[config.mk]
export PLATFORM = sky130hd
export DESIGN_NAME = epoch_seconds_to_calendar_date_core
export DESIGN_NICKNAME = d
export VERILOG_FILES = /design/src/ecd_pkg.sv /design/src/ecd_daysplit.sv /design/src/ecd_fields.sv /design/src/epoch_seconds_to_calendar_date_core.sv
export SDC_FILE = /design/constraint.sdc
export NUM_CORES = 1
export LEC_CHECK = 0
export BUFFER_PORTS_ARGS = -buffer_cell sky130_fd_sc_hd__buf_2
export CAP_MARGIN = 20
export CORE_MARGIN = 2
export CORE_UTILIZATION = 45
export CTS_BUF_LIST = sky130_fd_sc_hd__clkbuf_2
export DETAILED_ROUTE_END_ITERATION = 10
export PLACE_DENSITY = 0.73
export SYNTH_ARGS = -nofsm -noshare
export SYNTH_HDL_FRONTEND = slang
export SYNTH_SLANG_ARGS = --single-unit
[constraint.sdc]
create_clock -name clk -period 5.4 [get_ports clk]
set_input_delay 0.54 -clock clk [delete_from_list [all_inputs] [get_ports clk]]
set_output_delay 0.54 -clock clk [all_outputs]
set_load 0.01 [all_outputs]
[src/ecd_pkg.sv]
`timescale 1ns / 1ps

package ecd_pkg;

  // Offset that lifts floor(seconds / 128) into a non-negative range:
  // 24856 whole days of 675 units each.
  localparam logic [25:0] DAY_OFS      = 26'd16777800;
  // Reciprocal of 675 scaled by 2^26, rounded down.
  localparam logic [16:0] RCP_675      = 17'd99420;
  localparam logic [25:0] UNITS_PER_DAY = 26'd675;

  // Day number bias: shifts the biased day number onto whole four-year periods.
  localparam logic [15:0] QUAD_BIAS    = 16'd1442;
  // Bias that aligns the biased day number with weekday 0 (Sunday).
  localparam logic [15:0] WDAY_BIAS    = 16'd5;
  localparam logic [11:0] DAYS_PER_QUAD = 12'd1461;
  localparam logic [5:0]  RCP_1461     = 6'd44;     // 2^16 / 1461
  localparam logic [13:0] RCP_7        = 14'd9362;  // 2^16 / 7
  localparam logic [5:0]  RCP_3600     = 6'd36;     // 2^17 / 3600
  localparam logic [6:0]  RCP_60       = 7'd68;     // 2^12 / 60
  localparam logic [12:0] SECS_PER_HOUR = 13'd3600;
  localparam logic [6:0]  SECS_PER_MIN = 7'd60;
  localparam logic [3:0]  DAYS_PER_WEEK = 4'd7;

  // First year of the four-year period at biased period index zero.
  localparam logic [10:0] YEAR_BASE    = 11'd1898;
  // Day offsets of the second, third and fourth year in a period.
  localparam logic [10:0] YEAR1_START  = 11'd365;
  localparam logic [10:0] YEAR2_START  = 11'd730;
  localparam logic [10:0] YEAR3_START  = 11'd1096;
  localparam logic [1:0]  LEAP_SLOT    = 2'd2;

  // Day number split into day and second of day
  typedef struct packed {
    logic [15:0] dnum;
    logic [16:0] sod;
  } ecd_split_t;

  // Calendar fields of one result
  typedef struct packed {
    logic [10:0] year;
    logic [3:0]  month;
    logic [4:0]  day;
    logic [4:0]  hour;
    logic [5:0]  minute;
    logic [5:0]  second;
    logic [2:0]  weekday;
  } ecd_date_t;

  // Days before the first of the month, non-leap year; index 0 is January
  function automatic logic [8:0] month_start(input logic [3:0] idx);
    logic [8:0] val;
    case (idx)
      4'd0:    val = 9'd0;
      4'd1:    val = 9'd31;
      4'd2:    val = 9'd59;
      4'd3:    val = 9'd90;
      4'd4:    val = 9'd120;
      4'd5:    val = 9'd151;
      4'd6:    val = 9'd181;
      4'd7:    val = 9'd212;
      4'd8:    val = 9'd243;
      4'd9:    val = 9'd273;
      4'd10:   val = 9'd304;
      4'd11:   val = 9'd334;
      4'd12:   val = 9'd365;
      default: val = 9'd0;
    endcase
    return val;
  endfunction

endpackage

[src/ecd_daysplit.sv]
`timescale 1ns / 1ps

module ecd_daysplit import ecd_pkg::*; (
  input  logic        clk,
  input  logic        rst_n,
  input  logic        up_valid,
  output logic        up_ready,
  input  logic [31:0] up_secs,
  output logic        dn_valid,
  input  logic        dn_ready,
  output ecd_split_t  dn_data
);

  localparam int Stages = 4;

  logic [Stages-1:0] v_r;
  logic [Stages-1:0] adv;

  logic [25:0] u1_r, u2_r;
  logic [6:0]  b1_r, b2_r, b3_r;
  logic [15:0] qe2_r, qe3_r;
  logic [10:0] r03_r;
  ecd_split_t  out_r;

  logic [25:0] u_nxt;
  logic [42:0] prod;
  logic [15:0] qe_nxt;
  logic [10:0] r0_nxt;
  logic [10:0] r_fix;
  logic [15:0] dnum_nxt;

  // Advance a stage when it is empty or the next one moves
  always_comb begin
    adv[Stages-1] = !v_r[Stages-1] || dn_ready;
    for (int i = Stages - 2; i >= 0; i--) begin
      adv[i] = !v_r[i] || adv[i+1];
    end
  end

  assign up_ready = adv[0];
  assign dn_valid = v_r[Stages-1];
  assign dn_data  = out_r;

  always_ff @(posedge clk) begin
    if (!rst_n) begin
      v_r <= '0;
    end else begin
      if (adv[0]) begin
        v_r[0] <= up_valid;
      end
      for (int i = 1; i < Stages; i++) begin
        if (adv[i]) begin
          v_r[i] <= v_r[i-1];
        end
      end
    end
  end

  // Stage 1: floor(secs / 128), biased non-negative; keep low seven bits
  assign u_nxt = {up_secs[31], up_secs[31:7]} + DAY_OFS;

  // Stage 2: estimate quotient by 675 with a reciprocal
  assign prod   = 43'(u1_r) * 43'(RCP_675);
  assign qe_nxt = prod[41:26];

  // Stage 3: remainder of the estimate, below twice the divisor
  assign r0_nxt = 11'(u2_r - 26'(qe2_r) * UNITS_PER_DAY);

  // Stage 4: correct the estimate by one when needed
  always_comb begin
    if (r03_r >= 11'(UNITS_PER_DAY)) begin
      r_fix    = r03_r - 11'(UNITS_PER_DAY);
      dnum_nxt = qe3_r + 16'd1;
    end else begin
      r_fix    = r03_r;
      dnum_nxt = qe3_r;
    end
  end

  always_ff @(posedge clk) begin
    if (adv[0]) begin
      u1_r <= u_nxt;
      b1_r <= up_secs[6:0];
    end
    if (adv[1]) begin
      u2_r  <= u1_r;
      b2_r  <= b1_r;
      qe2_r <= qe_nxt;
    end
    if (adv[2]) begin
      b3_r  <= b2_r;
      qe3_r <= qe2_r;
      r03_r <= r0_nxt;
    end
    if (adv[3]) begin
      out_r.dnum <= dnum_nxt;
      out_r.sod  <= {r_fix[9:0], b3_r};
    end
  end

endmodule

[src/ecd_fields.sv]
`timescale 1ns / 1ps

module ecd_fields import ecd_pkg::*; (
  input  logic       clk,
  input  logic       rst_n,
  input  logic       up_valid,
  output logic       up_ready,
  input  ecd_split_t up_data,
  output logic       dn_valid,
  input  logic       dn_ready,
  output ecd_date_t  dn_data
);

  localparam int Stages = 5;

  logic [Stages-1:0] v_r;
  logic [Stages-1:0] adv;

  // Stage 1 registers
  logic [15:0] e1_r, w1_r;
  logic [16:0] sod1_r;
  logic [5:0]  qq1_r;
  logic [12:0] wq1_r;
  logic [4:0]  hq1_r;
  // Stage 2 registers
  logic [4:0]  hour2_r;
  logic [11:0] ms2_r;
  logic [5:0]  qd2_r;
  logic [10:0] dq2_r;
  logic [2:0]  wd2_r;
  // Stage 3 registers
  logic [4:0]  hour3_r;
  logic [11:0] ms3_r;
  logic [5:0]  mq3_r;
  logic [2:0]  wd3_r;
  logic [10:0] year3_r;
  logic [1:0]  yi3_r;
  logic [8:0]  dy3_r;
  // Stage 4 registers
  logic [10:0] year4_r;
  logic [3:0]  mon4_r;
  logic [8:0]  dy4_r;
  logic        leap4_r;
  logic [4:0]  hour4_r;
  logic [5:0]  min4_r;
  logic [5:0]  sec4_r;
  logic [2:0]  wd4_r;
  ecd_date_t   out_r;

  logic [15:0] e_nxt, w_nxt;
  logic [21:0] qq_prod, hq_prod;
  logic [28:0] wq_prod;
  logic [12:0] hr0;
  logic [11:0] d0;
  logic [3:0]  w0;
  logic [4:0]  hour_nxt;
  logic [11:0] ms_nxt;
  logic [5:0]  qd_nxt;
  logic [10:0] dq_nxt;
  logic [2:0]  wd_nxt;
  logic [17:0] mq_prod;
  logic [1:0]  yi_nxt;
  logic [10:0] dy_wide;
  logic [6:0]  s0;
  logic [5:0]  min_nxt, sec_nxt;
  logic        leap;
  logic [8:0]  bound;
  logic [3:0]  mon_nxt;
  logic [8:0]  first_day;
  logic [8:0]  mday;

  // Advance a stage when it is empty or the next one moves
  always_comb begin
    adv[Stages-1] = !v_r[Stages-1] || dn_ready;
    for (int i = Stages - 2; i >= 0; i--) begin
      adv[i] = !v_r[i] || adv[i+1];
    end
  end

  assign up_ready = adv[0];
  assign dn_valid = v_r[Stages-1];
  assign dn_data  = out_r;

  always_ff @(posedge clk) begin
    if (!rst_n) begin
      v_r <= '0;
    end else begin
      if (adv[0]) begin
        v_r[0] <= up_valid;
      end
      for (int i = 1; i < Stages; i++) begin
        if (adv[i]) begin
          v_r[i] <= v_r[i-1];
        end
      end
    end
  end

  // Stage 1: bias day number, estimate period, weekday and hour quotients
  assign e_nxt   = up_data.dnum + QUAD_BIAS;
  assign w_nxt   = up_data.dnum + WDAY_BIAS;
  assign qq_prod = 22'(e_nxt) * 22'(RCP_1461);
  assign wq_prod = 29'(w_nxt) * 29'(RCP_7);
  assign hq_prod = 22'(up_data.sod) * 22'(RCP_3600);

  // Stage 2: correct each quotient by at most one
  assign hr0 = 13'(sod1_r - 17'(hq1_r) * 17'(SECS_PER_HOUR));
  assign d0  = 12'(e1_r - 16'(qq1_r) * 16'(DAYS_PER_QUAD));
  assign w0  = 4'(w1_r - 16'(wq1_r) * 16'(DAYS_PER_WEEK));

  always_comb begin
    if (hr0 >= SECS_PER_HOUR) begin
      ms_nxt   = 12'(hr0 - SECS_PER_HOUR);
      hour_nxt = hq1_r + 5'd1;
    end else begin
      ms_nxt   = hr0[11:0];
      hour_nxt = hq1_r;
    end
    if (d0 >= DAYS_PER_QUAD) begin
      dq_nxt = 11'(d0 - DAYS_PER_QUAD);
      qd_nxt = qq1_r + 6'd1;
    end else begin
      dq_nxt = d0[10:0];
      qd_nxt = qq1_r;
    end
    if (w0 >= DAYS_PER_WEEK) begin
      wd_nxt = 3'(w0 - DAYS_PER_WEEK);
    end else begin
      wd_nxt = w0[2:0];
    end
  end

  // Stage 3: minute estimate, step through the years of the period
  assign mq_prod = 18'(ms2_r) * 18'(RCP_60);

  always_comb begin
    if (dq2_r < YEAR1_START) begin
      yi_nxt  = 2'd0;
      dy_wide = dq2_r;
    end else if (dq2_r < YEAR2_START) begin
      yi_nxt  = 2'd1;
      dy_wide = dq2_r - YEAR1_START;
    end else if (dq2_r < YEAR3_START) begin
      yi_nxt  = 2'd2;
      dy_wide = dq2_r - YEAR2_START;
    end else begin
      yi_nxt  = 2'd3;
      dy_wide = dq2_r - YEAR3_START;
    end
  end

  // Stage 4: correct minute, find the month from the cumulative table
  assign s0   = 7'(ms3_r - 12'(mq3_r) * 12'(SECS_PER_MIN));
  assign leap = (yi3_r == LEAP_SLOT);

  always_comb begin
    if (s0 >= SECS_PER_MIN) begin
      sec_nxt = 6'(s0 - SECS_PER_MIN);
      min_nxt = mq3_r + 6'd1;
    end else begin
      sec_nxt = s0[5:0];
      min_nxt = mq3_r;
    end
  end

  always_comb begin
    mon_nxt = 4'd1;
    bound   = '0;
    for (int i = 1; i < 12; i++) begin
      bound = month_start(4'(i)) + {8'd0, leap && (i >= 2)};
      if (dy3_r >= bound) begin
        mon_nxt = 4'(i + 1);
      end
    end
  end

  // Stage 5: day of month
  assign first_day = month_start(mon4_r - 4'd1) + {8'd0, leap4_r && (mon4_r >= 4'd3)};
  assign mday      = dy4_r + 9'd1 - first_day;

  always_ff @(posedge clk) begin
    if (adv[0]) begin
      e1_r   <= e_nxt;
      w1_r   <= w_nxt;
      sod1_r <= up_data.sod;
      qq1_r  <= qq_prod[21:16];
      wq1_r  <= wq_prod[28:16];
      hq1_r  <= hq_prod[21:17];
    end
    if (adv[1]) begin
      hour2_r <= hour_nxt;
      ms2_r   <= ms_nxt;
      qd2_r   <= qd_nxt;
      dq2_r   <= dq_nxt;
      wd2_r   <= wd_nxt;
    end
    if (adv[2]) begin
      hour3_r <= hour2_r;
      ms3_r   <= ms2_r;
      mq3_r   <= mq_prod[17:12];
      wd3_r   <= wd2_r;
      year3_r <= YEAR_BASE + {3'b000, qd2_r, yi_nxt};
      yi3_r   <= yi_nxt;
      dy3_r   <= dy_wide[8:0];
    end
    if (adv[3]) begin
      year4_r <= year3_r;
      mon4_r  <= mon_nxt;
      dy4_r   <= dy3_r;
      leap4_r <= leap;
      hour4_r <= hour3_r;
      min4_r  <= min_nxt;
      sec4_r  <= sec_nxt;
      wd4_r   <= wd3_r;
    end
    if (adv[4]) begin
      out_r.year    <= year4_r;
      out_r.month   <= mon4_r;
      out_r.day     <= mday[4:0];
      out_r.hour    <= hour4_r;
      out_r.minute  <= min4_r;
      out_r.second  <= sec4_r;
      out_r.weekday <= wd4_r;
    end
  end

endmodule

[src/epoch_seconds_to_calendar_date_core.sv]
`timescale 1ns / 1ps

// Channel  Direction  Handshake                 Payload
// in_      input      in_valid / in_stall       in_seconds_count (signed 32)
// out_     output     out_valid / out_stall     out_year .. out_weekday
//
// Nine register stages: an item enters each cycle while in_stall is low; its
// result is registered through each stage in turn and offered from the last;
// the reciprocal multiplies set the stage cut.
// Reset (rst_n low, synchronous) clears the valid bits of all stages.
// A stage holds while the stage after it holds; empty stages still fill,
// so in_stall rises only when every stage holds a transaction.

module epoch_seconds_to_calendar_date_core import ecd_pkg::*; (
  input  logic        clk,
  input  logic        rst_n,
  input  logic        in_valid,
  output logic        in_stall,
  input  logic [31:0] in_seconds_count,
  output logic        out_valid,
  input  logic        out_stall,
  output logic [10:0] out_year,
  output logic [3:0]  out_month,
  output logic [4:0]  out_day,
  output logic [4:0]  out_hour,
  output logic [5:0]  out_minute,
  output logic [5:0]  out_second,
  output logic [2:0]  out_weekday
);

  logic       in_ready;
  logic       mid_valid;
  logic       mid_ready;
  ecd_split_t mid_data;
  ecd_date_t  date;

  // Split seconds into day number and second of day
  ecd_daysplit u_daysplit (
    .clk      (clk),
    .rst_n    (rst_n),
    .up_valid (in_valid),
    .up_ready (in_ready),
    .up_secs  (in_seconds_count),
    .dn_valid (mid_valid),
    .dn_ready (mid_ready),
    .dn_data  (mid_data)
  );

  // Derive calendar and clock fields
  ecd_fields u_fields (
    .clk      (clk),
    .rst_n    (rst_n),
    .up_valid (mid_valid),
    .up_ready (mid_ready),
    .up_data  (mid_data),
    .dn_valid (out_valid),
    .dn_ready (!out_stall),
    .dn_data  (date)
  );

  assign in_stall    = !in_ready;
  assign out_year    = date.year;
  assign out_month   = date.month;
  assign out_day     = date.day;
  assign out_hour    = date.hour;
  assign out_minute  = date.minute;
  assign out_second  = date.second;
  assign out_weekday = date.weekday;

endmodule
# After elaboration in Yosys (flattened, before gate mapping)

Memory sizes are Yosys's and may differ from the RTL's.
Index checks and enable logic that the tools add are counted.

Register bits: 357
ROM bits: 144
Input port bits: 36
Word-level logic and storage cells: 167
Memories: 1

Memory list:

| memory          | depth | width | read ports | clocked after Yosys merged registers in | wr ports | RTL line      | RTL |
|---|---|---|---|---|---|---|---|
| (no name shown) | 16    | 9     | 1          | 0                                       | 0        | ecd_pkg.sv:53 | `case (idx)` |

Add/sub/neg operators: 35
Multipliers: 10
$lt $le $gt $ge: 20
Equal/unequal tests: 1
Muxes and demuxes: 25
Reductions and logical operators: 22

Operators by type and width:

| operator                 | count |
|---|---|
| $ge A9 B9 Y1             | 7 |
| $mul A26 B15 Y40 const B | 1 |
| $add A8 B1 Y9 const A    | 4 |
| $mul A16 B13 Y28 const B | 1 |
| $add A9 B1 Y9 const A    | 3 |
| $mux W3                  | 9 |
| $mux W9                  | 3 |
| $add A26 B25 Y26 const B | 1 |
| $mul A16 B4 Y20 const B  | 1 |
| $mul A17 B4 Y20 const B  | 1 |
| $ge A9 B8 Y1             | 2 |
| $mux W6                  | 3 |
| $add A16 B1 Y16 const B  | 1 |
| $add A16 B11 Y16 const B | 1 |
| $add A16 B3 Y16 const B  | 1 |
| $add A7 B1 Y8 const A    | 2 |
| $mul A12 B5 Y16 const B  | 1 |
| $mul A16 B10 Y11 const B | 1 |
| $mux W16                 | 1 |
| $ge A13 B12 Y1 const B   | 1 |
| $mul A13 B3 Y4 const B   | 1 |
| $sub A13 B13 Y13         | 1 |
| $add A6 B1 Y6 const B    | 2 |
| $ge A12 B11 Y1 const B   | 1 |
| other kinds (41)         | 63 |

# Depth between registers and ports, before layout

Gate-level depths: netlist of the first run.

Depth in word-level cells: 12
Depth in mapped cells: 24

# Hierarchy

Synthesis of the first run repeated with hierarchy kept, for this count alone.

Cells, all modules: 2,394
Area, all modules: 27,306.2 um^2

By module, submodules not included:

| module                              | instances | cells each | area each (um^2) | seq. area each (um^2) |
|---|---|---|---|---|
| ecd_fields                          | 1         | 1,355      | 15,102.0         | 6,135.9 |
| ecd_daysplit                        | 1         | 1,037      | 12,196.7         | 4,103.9 |
| epoch_seconds_to_calendar_date_core | 1         | 2          | 7.5              | 0.0 |

# Worst setup path before layout of the first run

Ideal clock, no wire load.

Path kind: reg-to-reg
Start: register u_daysplit.u1_r[23]
End: register u_daysplit.qe2_r[14] (data pin)
Library setup time: 0.258 ns
Arrival: 5.383 ns
Required time: 5.142 ns
Setup slack: -0.241 ns
Cell stages (with the launch flop): 21
Path buffers: 0
Cell sequence: edfxtp_1 > inv_1 > fa_1 > inv_1 > ha_1 > ha_1 > fa_1 > fa_1 > inv_1 > fa_1 > inv_1 > ha_1 > a21o_1 > a311o_2 > a2111oi_4 > a221oi_2 > o21ai_2 > o21ai_2 > or2_4 > a21oi_2 > xnor2_1

Cells in the longest elaborated chain, start to end: 1

RTL lines:

| item                     | RTL line           | RTL |
|---|---|---|
| start: declaration       | ecd_daysplit.sv:19 | `logic [25:0] u1_r, u2_r;` |
| start signal: assignment | ecd_daysplit.sv:82 | `u1_r <= u_nxt;` |
| $mul A26 B15 Y40         | ecd_daysplit.sv:63 | `assign prod = 43'(u1_r) * 43'(RCP_675);` |
| via u_daysplit.prod[40]  | ecd_daysplit.sv:26 | `logic [42:0] prod;` |
| end signal: assignment   | ecd_daysplit.sv:88 | `qe2_r <= qe_nxt;` |
| end: declaration         | ecd_daysplit.sv:21 | `logic [15:0] qe2_r, qe3_r;` |

The timed path passes the listed nets, and every way through them passes these cells.
A chain may end at the register's enable or synchronous reset.

# Worst setup path in the final report of the first run

Start: register u_daysplit.u1_r[11]
End: register u_daysplit.qe2_r[14] (data pin)

Same word-level chain as after synthesis.

==> results of run 1 <==
-- per-layer routing --
metal	vias to the layer above	global-route usage (%)	share of wire, %
met5	-	0	0
met2	325	31.6	53
met1	8143	18.1	40
met4	0	6.29	2.9
met3	113	2.74	3.6
li1	8469	-	-
-- path summary, 6_finish.rpt --
path,end,from,depth (start not counted)
worst max-delay path,u_daysplit.qe2_r[14],u_daysplit.u1_r[11],18
worst min-delay path,u_daysplit.b1_r[1],in_seconds_count[1],2
worst max register to register,u_daysplit.qe2_r[14],u_daysplit.u1_r[11],18
worst min register to register,u_daysplit.qe3_r[15],u_daysplit.qe2_r[15],0
-- placed cells by master, fill, tap and decap left out, types with 46 or more instances in the layout --
cell           netlist  final
fa_1               180    174
xor2_1              58     56
buf_4                1    103
nand2_1             88     86
xnor2_1            156    154
a21oi_1             83     71
o21ai_0             71     66
nor2_1              82     81
ha_1               430    391
inv_1              428    408
clkbuf_2             0    120
buf_2                1     77
edfxtp_1           335    335
dlygate4sd3_1        0     46
-- kinds of logic (layout without fill, tap and decap cells) --
kind of cell	after synthesis	in the layout	share of synthesized area, %
simple gates	355	355	6.61
compound gates	306	306	7.65
flops	344	344	38.3
fa+ha+maj	610	610	33.6
xor+xnor	214	214	7.01
mux	10	10	0.398
other cells	0	1	0
buf+inv	452	817	6.40
-- layout make-up --
type,count,share of cell area (%)
clock inverters,35,0.679
clock buffers,120,1.95
diodes,1,0.00813
multi-input cells,1495,50.1
repair buffers,234,5.57
well taps,773,3.14
inverters,428,5.22
flip-flops and latches,344,33.3
-- registers in the layout, summed over array words and instances, names as in the netlist, 11 cells and up --
name / cells
u_daysplit.qe3_r: 16
u_fields.dn_data: 39
u_fields.dq2_r: 11
u_daysplit.qe2_r: 16
u_fields.e1_r: 12
u_fields.sod1_r: 13
u_daysplit.u2_r: 11
u_daysplit.r03_r: 11
u_fields.ms2_r: 12
u_daysplit.dn_data: 33
u_daysplit.u1_r: 26
-- through the flow --
step / worst slack, ns / util [%] / cell area [um2] / std cells / hold WS (ns)
after floorplan: 0.0722 / - / 26700 / 2291 / 0.400
after global placement: -0.0676 / 48.7 / 28700 / 3206 / 0.400
after detailed placement: -0.158 / 48.7 / 28700 / 3206 / 0.405
after CTS: -0.0386 / 51.2 / 30100 / 3417 / 0.0932
after global routing: -0.178 / 52.2 / 30800 / 3430 / 0.126
final: -0.0208 / 52.2 / 30800 / 3430 / 0.231
-- worst max-delay path: cells and delay by family (launching register included) --
kind / cells / cell delay, ns
adder cells (fa/ha/maj): 7 / 2.90
AO/OA/AOI/OAI: 7 / 1.30
flip-flops: 1 / 0.52
AND/OR/NAND/NOR: 1 / 0.25
buffers and inverters: 2 / 0.11
XOR/XNOR: 1 / 0.07
-- repair_timing --
action                     in CTS  in global routing
gates resized for setup        22                 91
buffers inserted               10                 11
hold buffers                   46                  0
setup endpoints to repair      11                 17
pin swaps                      19                 68
hold endpoints to repair       42                  0
==> impl_metrics.csv, run 1 <==
group,metric,value,unit
floorplanning,io_pins,78,
synthesis,yosys-top-cells-area,"edfxtp_1, ha_1, fa_1",
drt,wl_per_cell,14.4,um
clock_tree,clock-sinks,344,
critical_path,worstPathCellList,"ha_1, ha_1, fa_2, fa_1, fa_1, inv_1, fa_1, inv_1, ha_4, a21o_1, a311o_2, a2111oi_4, a221oi_4, o21ai_2, o21ai_2, or2_4, a21oi_2, xnor2_1",
synthesis,avgSynthCellArea,11.7,um2
drt,drt_wl_total,49300,um
critical_path,critPathMaxFanout,4,
floorplanning,rows,89,
min_path,hold_class,"input port to register",
outcome,outcome,"finished with violations",
timing,max_slew_margin,46.5,%
synthesis,synth_area,26700,um2
final_layout,drive_gt1_share,17.2,%
flow_run,drv_cap,0,
floorplanning,start_util,45.4,%
grt,grt-ovfl-total,0,
final_layout,multi_input_area,15400,um2
synthesis,yosysWarnings,0,
timing,fin_skew,0.0781,ns
grt,track_usage,16.5,%
clock_tree,clk_pin_slew_worst_paths,0.09,ns
critical_path,end_kind,"register",
placement,place.port_buffers,77,
clock_tree,cts-root-buf,"clkbuf_2",
critical_path,crit_path_frequent_cell,"fa_1",
grt,grt_max_degree,45,
floorplanning,fp.coreArea,58900,um2
synthesis,ys.flop_type,"edfxtp_1",
clock_tree,cts_buffers,85,
drt,viasPerCell,4.97,
synthesis,yosysSeqAreaShare,38.3,%
drt,dr.pass1.iters,5,
timing,fmax,184,MHz
timing,rsz0062_at_grt,"true",
synthesis,synth.most_common_cell,"ha_1",
critical_path,cp_slowest_cell,"edfxtp_1",
drt,drt_iter0_markers,494,
floorplanning,dieHeight,248,um
drt,ant_nets,0,
outcome,violations,"setup timing",
clock_tree,clk_path_buf_depth,3,
critical_path,r2r_slack,-0.02,ns
timing,setup_slack,-0.0208,ns
timing,fin_crit,5.42,ns
critical_path,crit_type,"register to register",
synthesis,synth_cells,2291,
drt,drc,0,
final_layout,nets,3234,
floorplanning,die_x,248,um
synthesis,synth-edff-count,335,
placement,gp_congestion,0.906,
timing,hold_viol,0,
clock_tree,cts_tree,"done",
timing,tightest_slew,0.802,ns
critical_path,cp.required,6.17,ns
synthesis,async_flop_share,0,%
timing,finalSetupTns,-0.0208,ns
final_layout,n_fill_cell,5038,
floorplanning,die_area,61400,um2
timing,finalSetupViolCount,1,
clock_tree,htree_levels,3,
synthesis,yosys.area.top_type,"edfxtp_1",
synthesis,postSynthNetCount,2937,
timing,fin_crit_sh,100,%
critical_path,startpoint_type,"register",
final_layout,synthToLayoutAreaGrowth,15.1,%
grt,grt_pass1_vias,18106,
synthesis,synth.distinct_cells,81,
grt,antenna_found_initial,1,
synthesis,synthTopCellsByCount,"ha_1, inv_1, edfxtp_1",
grt,grt_pass1_wl,82500,um
drt,dr_total_vias,17050,
synthesis,synth_top_area_share,37.6,%
synthesis,ys_ff_latch,344,
timing,drv_slew,0,
critical_path,worst_path_largest_cell_delay,0.52,ns
placement,hpwl,38800,um
critical_path,cp.arrival,6.19,ns
final_layout,regArea,10200,um2
clock_tree,insertion_delay,1.06,ns
Power of run 1 is not shown: default switching activity piles up to over one toggle a cycle in this logic, so the estimate is an artifact.
==> run 2, diff against run 1 <==
--- a/config.mk
+++ b/config.mk
@@ -7,11 +7,13 @@
 export LEC_CHECK = 0
 export BUFFER_PORTS_ARGS = -buffer_cell sky130_fd_sc_hd__buf_2
 export CAP_MARGIN = 20
+export CORE_ASPECT_RATIO = 1.75
 export CORE_MARGIN = 2
 export CORE_UTILIZATION = 45
 export CTS_BUF_LIST = sky130_fd_sc_hd__clkbuf_2
 export DETAILED_ROUTE_END_ITERATION = 10
 export PLACE_DENSITY = 0.73
+export SKIP_LAST_GASP = 1
 export SYNTH_ARGS = -nofsm -noshare
 export SYNTH_HDL_FRONTEND = slang
 export SYNTH_SLANG_ARGS = --single-unit
==> impl_metrics.csv, run 2 (same netlist as run 1, synthesis figures left out) <==
group,metric,value,unit
floorplanning,die_area,61400,um2
drt,drt_iter0_markers,585,
min_path,hold_class,"input port to register",
critical_path,cp.required,6.14,ns
final_layout,synthToLayoutAreaGrowth,15.5,%
floorplanning,start_util,45.4,%
min_path,hold_start,"in_seconds_count[9]",
grt,grt_pass1_wl,85400,um
clock_tree,clock-sinks,344,
drt,ant_nets,0,
floorplanning,fp.coreArea,58900,um2
critical_path,end_kind,"register",
placement,hpwl,42700,um
drt,dr_total_vias,17447,
placement,numPlacedInstances,3235,
timing,drv_slew,0,
placement,gp_congestion,0.970,
final_layout,largest_reg_flops,39,
clock_tree,insertion_delay,1.03,ns
timing,tightest_slew,0.867,ns
critical_path,timing.rr.end,"u_daysplit.qe2_r[14]",
clock_tree,clk_pin_slew_worst_paths,0.13,ns
critical_path,startpoint_type,"register",
drt,drt_wl_total,52600,um
final_layout,drive_gt1_share,17.4,%
drt,drc,0,
critical_path,crit_type,"register to register",
timing,fin_crit_sh,103,%
clock_tree,clk_path_buf_depth,3,
floorplanning,rows,118,
drt,wl_per_cell,15.3,um
critical_path,rr_worst_depth,16,
clock_tree,cts_buffers,81,
timing,fmax,180,MHz
final_layout,stdcell_count,3449,
final_layout,fin_util,52.4,%
min_path,min_to,"u_daysplit.u1_r[2]",
drt,dr.pass1.iters,5,
timing,hold-worst-slack,0.218,ns
grt,grt_max_degree,45,
final_layout,layout_common_cells,"inv_1, ha_1, edfxtp_1, fa_1, xnor2_1",
clock_tree,htree_levels,3,
floorplanning,io_pins,78,
timing,fin_crit,5.57,ns
clock_tree,cts-root-buf,"clkbuf_2",
timing,setup_slack,-0.168,ns
timing,max_slew_margin,42.2,%
min_path,hold-path-cell-count,2,
flow_run,drv_cap,0,
grt,track_usage,17.3,%
outcome,outcome,"finished with violations",
floorplanning,die_x,188,um
critical_path,r2r_start,"u_daysplit.u1_r[10]",
grt,grt-ovfl-total,0,
timing,rsz0062_at_grt,"true",
final_layout,mostFrequentLayoutCell,"inv_1",
placement,place.port_buffers,77,
grt,grt_pass1_vias,18940,
grt,antenna_found_initial,2,
critical_path,critPathMaxFanout,4,
floorplanning,dieHeight,326,um
critical_path,cp.arrival,6.31,ns
drt,viasPerCell,5.06,
timing,finalSetupViolCount,9,
final_layout,n_fill_cell,4940,
timing,finalSetupTns,-0.805,ns
final_layout,nets,3257,
clock_tree,cts_tree,"done",
outcome,violations,"setup timing",
timing,fin_skew,0.104,ns
critical_path,r2r_slack,-0.17,ns
timing,hold_viol,0,
## run 2: changes by cell type in the layout (fill, tap and decap cells not counted), sizes merged, moves of 2 or more
cell      change
buf          +26
clkbuf        -8
clkinv        -6
bufinv        +2
clkinvlp      -2
## run 2: critical path: stages, from the launching register on
cell       delay (ns)
edfxtp_1         0.57
ha_4             0.37
ha_4             0.20
fa_2             0.45
fa_1             0.52
fa_1             0.57
fa_1             0.45
ha_4             0.24
a21o_2           0.21
a311o_2          0.43
a2111oi_4        0.38
a221oi_4         0.13
o21ai_2          0.21
o21ai_2          0.11
or2_4            0.25
a21oi_2          0.13
xnor2_1          0.07
## run 2: worst max-delay path by stage
stage                              startpoint              endpoint  slack, ns  cells after the start
after floorplan           u_daysplit.u1_r[20]  u_daysplit.qe2_r[14]       0.07                     20
after global placement     u_daysplit.u1_r[8]  u_daysplit.qe2_r[14]      -0.05                     18
after detailed placement   u_daysplit.u1_r[8]  u_daysplit.qe2_r[14]      -0.19                     18
after CTS                 u_daysplit.u1_r[11]  u_daysplit.qe2_r[14]      -0.16                     18
after global routing      u_daysplit.u1_r[21]  u_daysplit.qe2_r[14]      -0.33                     20
final                     u_daysplit.u1_r[10]  u_daysplit.qe2_r[14]      -0.17                     16
## run 2: metrics by stage
step / area [um2] / setup slack, ns
finish: 30900 / -0.168
detailed placement: 28800 / -0.185
CTS: 30300 / -0.162
global placement: 28800 / -0.0514
global route: 30900 / -0.332
floorplan: 26700 / 0.0722
## run 2: layout make-up
type / instances / area, um2 / area share (%)
antenna: 1 / 2.50 / 0.00811
clock buffer: 112 / 561 / 1.82
clock inverter: 28 / 201 / 0.653
inverter: 428 / 1610 / 5.22
multi-input combinational: 1495 / 15300 / 49.7
sequential: 344 / 10200 / 33.2
tap: 780 / 976 / 3.16
timing repair buffer: 261 / 1930 / 6.26
## run 2: per-layer routing
metal	vias up	GRT usage, %	part of all wire (%)
li1	8512	-	-
met3	130	2.52	2.6
met4	2	8.83	4.3
met2	305	37.6	61
met5	-	0	0.013
met1	8498	14.1	32
## run 2: timing repair
| item | 4_1_cts | 5_1_grt |
|---|---|---|
| pin swaps | 20 | 45 |
| setup endpoints to repair | 12 | 16 |
| hold buffers | 47 | 0 |
| endpoints found under the hold margin | 42 | 0 |
| gates resized for setup | 33 | 74 |
| setup buffers | 7 | 20 |
Power of run 2 is left out for the same reason.
==> run 3, diff against run 2 <==
--- a/config.mk
+++ b/config.mk
@@ -7,7 +7,7 @@
 export LEC_CHECK = 0
 export BUFFER_PORTS_ARGS = -buffer_cell sky130_fd_sc_hd__buf_2
 export CAP_MARGIN = 20
-export CORE_ASPECT_RATIO = 1.75
+export CORE_ASPECT_RATIO = 0.5
 export CORE_MARGIN = 2
 export CORE_UTILIZATION = 45
 export CTS_BUF_LIST = sky130_fd_sc_hd__clkbuf_2
==> impl_metrics.csv, run 3 (same netlist as run 1, synthesis figures left out) <==
group,metric,value,unit
timing,hold_viol,0,
drt,highest-signal-layer,"met5",
timing,rsz0062_at_grt,"true",
final_layout,stdcell_count,3427,
drt,viasPerCell,4.92,
timing,fin_crit_sh,102,%
critical_path,crit_type,"register to register",
final_layout,layout_common_cells,"inv_1, ha_1, edfxtp_1, fa_1, xnor2_1",
grt,grt_pass1_wl,79500,um
timing,max_slew_margin,30.4,%
final_layout,nets,3236,
critical_path,r2r_slack,-0.11,ns
grt,grt-ovfl-total,0,
floorplanning,die_x,349,um
drt,wl_per_cell,14.2,um
min_path,hold-path-cell-count,2,
floorplanning,dieHeight,176,um
drt,dr_total_vias,16864,
floorplanning,die_area,61500,um2
clock_tree,htree_levels,3,
clock_tree,cts_buffers,79,
floorplanning,fp.coreArea,59000,um2
critical_path,cp.required,6.06,ns
clock_tree,clk_pin_slew_worst_paths,0.10,ns
timing,fin_skew,0.151,ns
final_layout,synthToLayoutAreaGrowth,14.7,%
critical_path,worst_path_largest_cell_delay,0.54,ns
min_path,min_to,"u_daysplit.u1_r[2]",
clock_tree,clock-sinks,344,
timing,finalSetupViolCount,5,
critical_path,cp_num_cells,18,
floorplanning,rows,63,
grt,track_usage,15.8,%
timing,fmax,181,MHz
timing,tightest_slew,1.04,ns
flow_run,drv_cap,0,
grt,grt_max_degree,45,
drt,wl_met1,22200,um
final_layout,final_cell_area,30600,um2
floorplanning,start_util,45.3,%
critical_path,rr_worst_depth,18,
final_layout,mostFrequentLayoutCell,"inv_1",
critical_path,timing.rr.end,"u_daysplit.qe2_r[14]",
placement,numPlacedInstances,3215,
clock_tree,insertion_delay,1.06,ns
clock_tree,clk_path_buf_depth,3,
critical_path,crit_path_frequent_cell,"fa_1",
drt,wl_met2,23600,um
timing,drv_slew,0,
critical_path,cp_slowest_cell,"fa_1",
placement,gp_congestion,0.893,
drt,drc,0,
drt,ant_nets,0,
clock_tree,cts_tree,"done",
timing,fin_crit,5.51,ns
outcome,outcome,"finished with violations",
placement,hpwl,37200,um
placement,place.port_buffers,77,
timing,setup_slack,-0.111,ns
min_path,hold_class,"input port to register",
final_layout,drive_gt1_share,16.9,%
critical_path,critPathMaxFanout,4,
placement,placed_cell_area,28700,um2
min_path,hold_start,"in_seconds_count[9]",
critical_path,cp.arrival,6.17,ns
clock_tree,cts-root-buf,"clkbuf_2",
drt,dr.pass1.iters,5,
critical_path,crit_family,"adder cells",
drt,drt_iter0_markers,663,
critical_path,startpoint_type,"register",
final_layout,largest_reg_flops,39,
grt,antenna_found_initial,2,
critical_path,end_kind,"register",
critical_path,cp_num_buf_inv,2,
floorplanning,io_pins,78,
drt,dr_wl_met3,1750,um
critical_path,worstPathCellList,"ha_1, ha_1, fa_1, fa_1, fa_1, inv_1, fa_1, inv_1, ha_2, a21o_1, a311o_2, a2111oi_4, a221oi_2, o21ai_2, o21ai_2, or2_4, a21oi_2, xnor2_1",
critical_path,r2r_start,"u_daysplit.u1_r[11]",
outcome,violations,"setup timing",
drt,drt_wl_total,48600,um
grt,grt_pass1_vias,17124,
run 3: layer usage:
metal	GRT usage, %	vias up
met5	0	-
met4	4.58	2
met3	3.31	82
met2	27.1	258
met1	20.3	8050
li1	-	8472
run 3: how the worst max path moves through the flow:
stage | from | end | slack (ns)
6_report | u_daysplit.u1_r[11] | u_daysplit.qe2_r[14] | -0.11
5_1_grt | u_daysplit.u1_r[15] | u_daysplit.qe2_r[14] | -0.29
4_1_cts | u_daysplit.u1_r[11] | u_daysplit.qe2_r[14] | -0.21
3_5_place_dp | u_daysplit.u1_r[12] | u_daysplit.qe2_r[7] | -0.19
3_3_place_gp | u_daysplit.u1_r[22] | u_daysplit.qe2_r[14] | -0.03
2_1_floorplan | u_daysplit.u1_r[20] | u_daysplit.qe2_r[14] | 0.07
run 3: cell type report:
type	count	area, um2
multi-input cells	1495	15300
repair buffers	242	1810
well taps	780	976
clock inverters	26	134
diodes	1	2.50
clock buffers	111	556
fillers	5027	28300
inverters	428	1610
flip-flops and latches	344	10200
run 3: through the flow:
step                hold slack (ns)  setup slack (ns)  TNS (ns)  util, %
floorplan                     0.400            0.0722         0        -
global placement              0.401           -0.0298   -0.0402     48.7
detailed placement            0.405            -0.192     -1.09     48.7
CTS                           0.114            -0.210    -0.801     51.1
global route                  0.126            -0.292     -1.80     52.0
finish                        0.243            -0.111    -0.252     52.0
run 3: what timing repair did:
| action | CTS | global route |
|---|---|---|
| pin swaps | 38 | 59 |
| hold buffers | 46 | 0 |
| endpoints found under the hold margin | 42 | 0 |
| buffers inserted | 14 | 14 |
| gates resized for setup | 32 | 74 |
| endpoints found under the setup margin | 12 | 17 |
Power of run 3 is left out for the same reason.
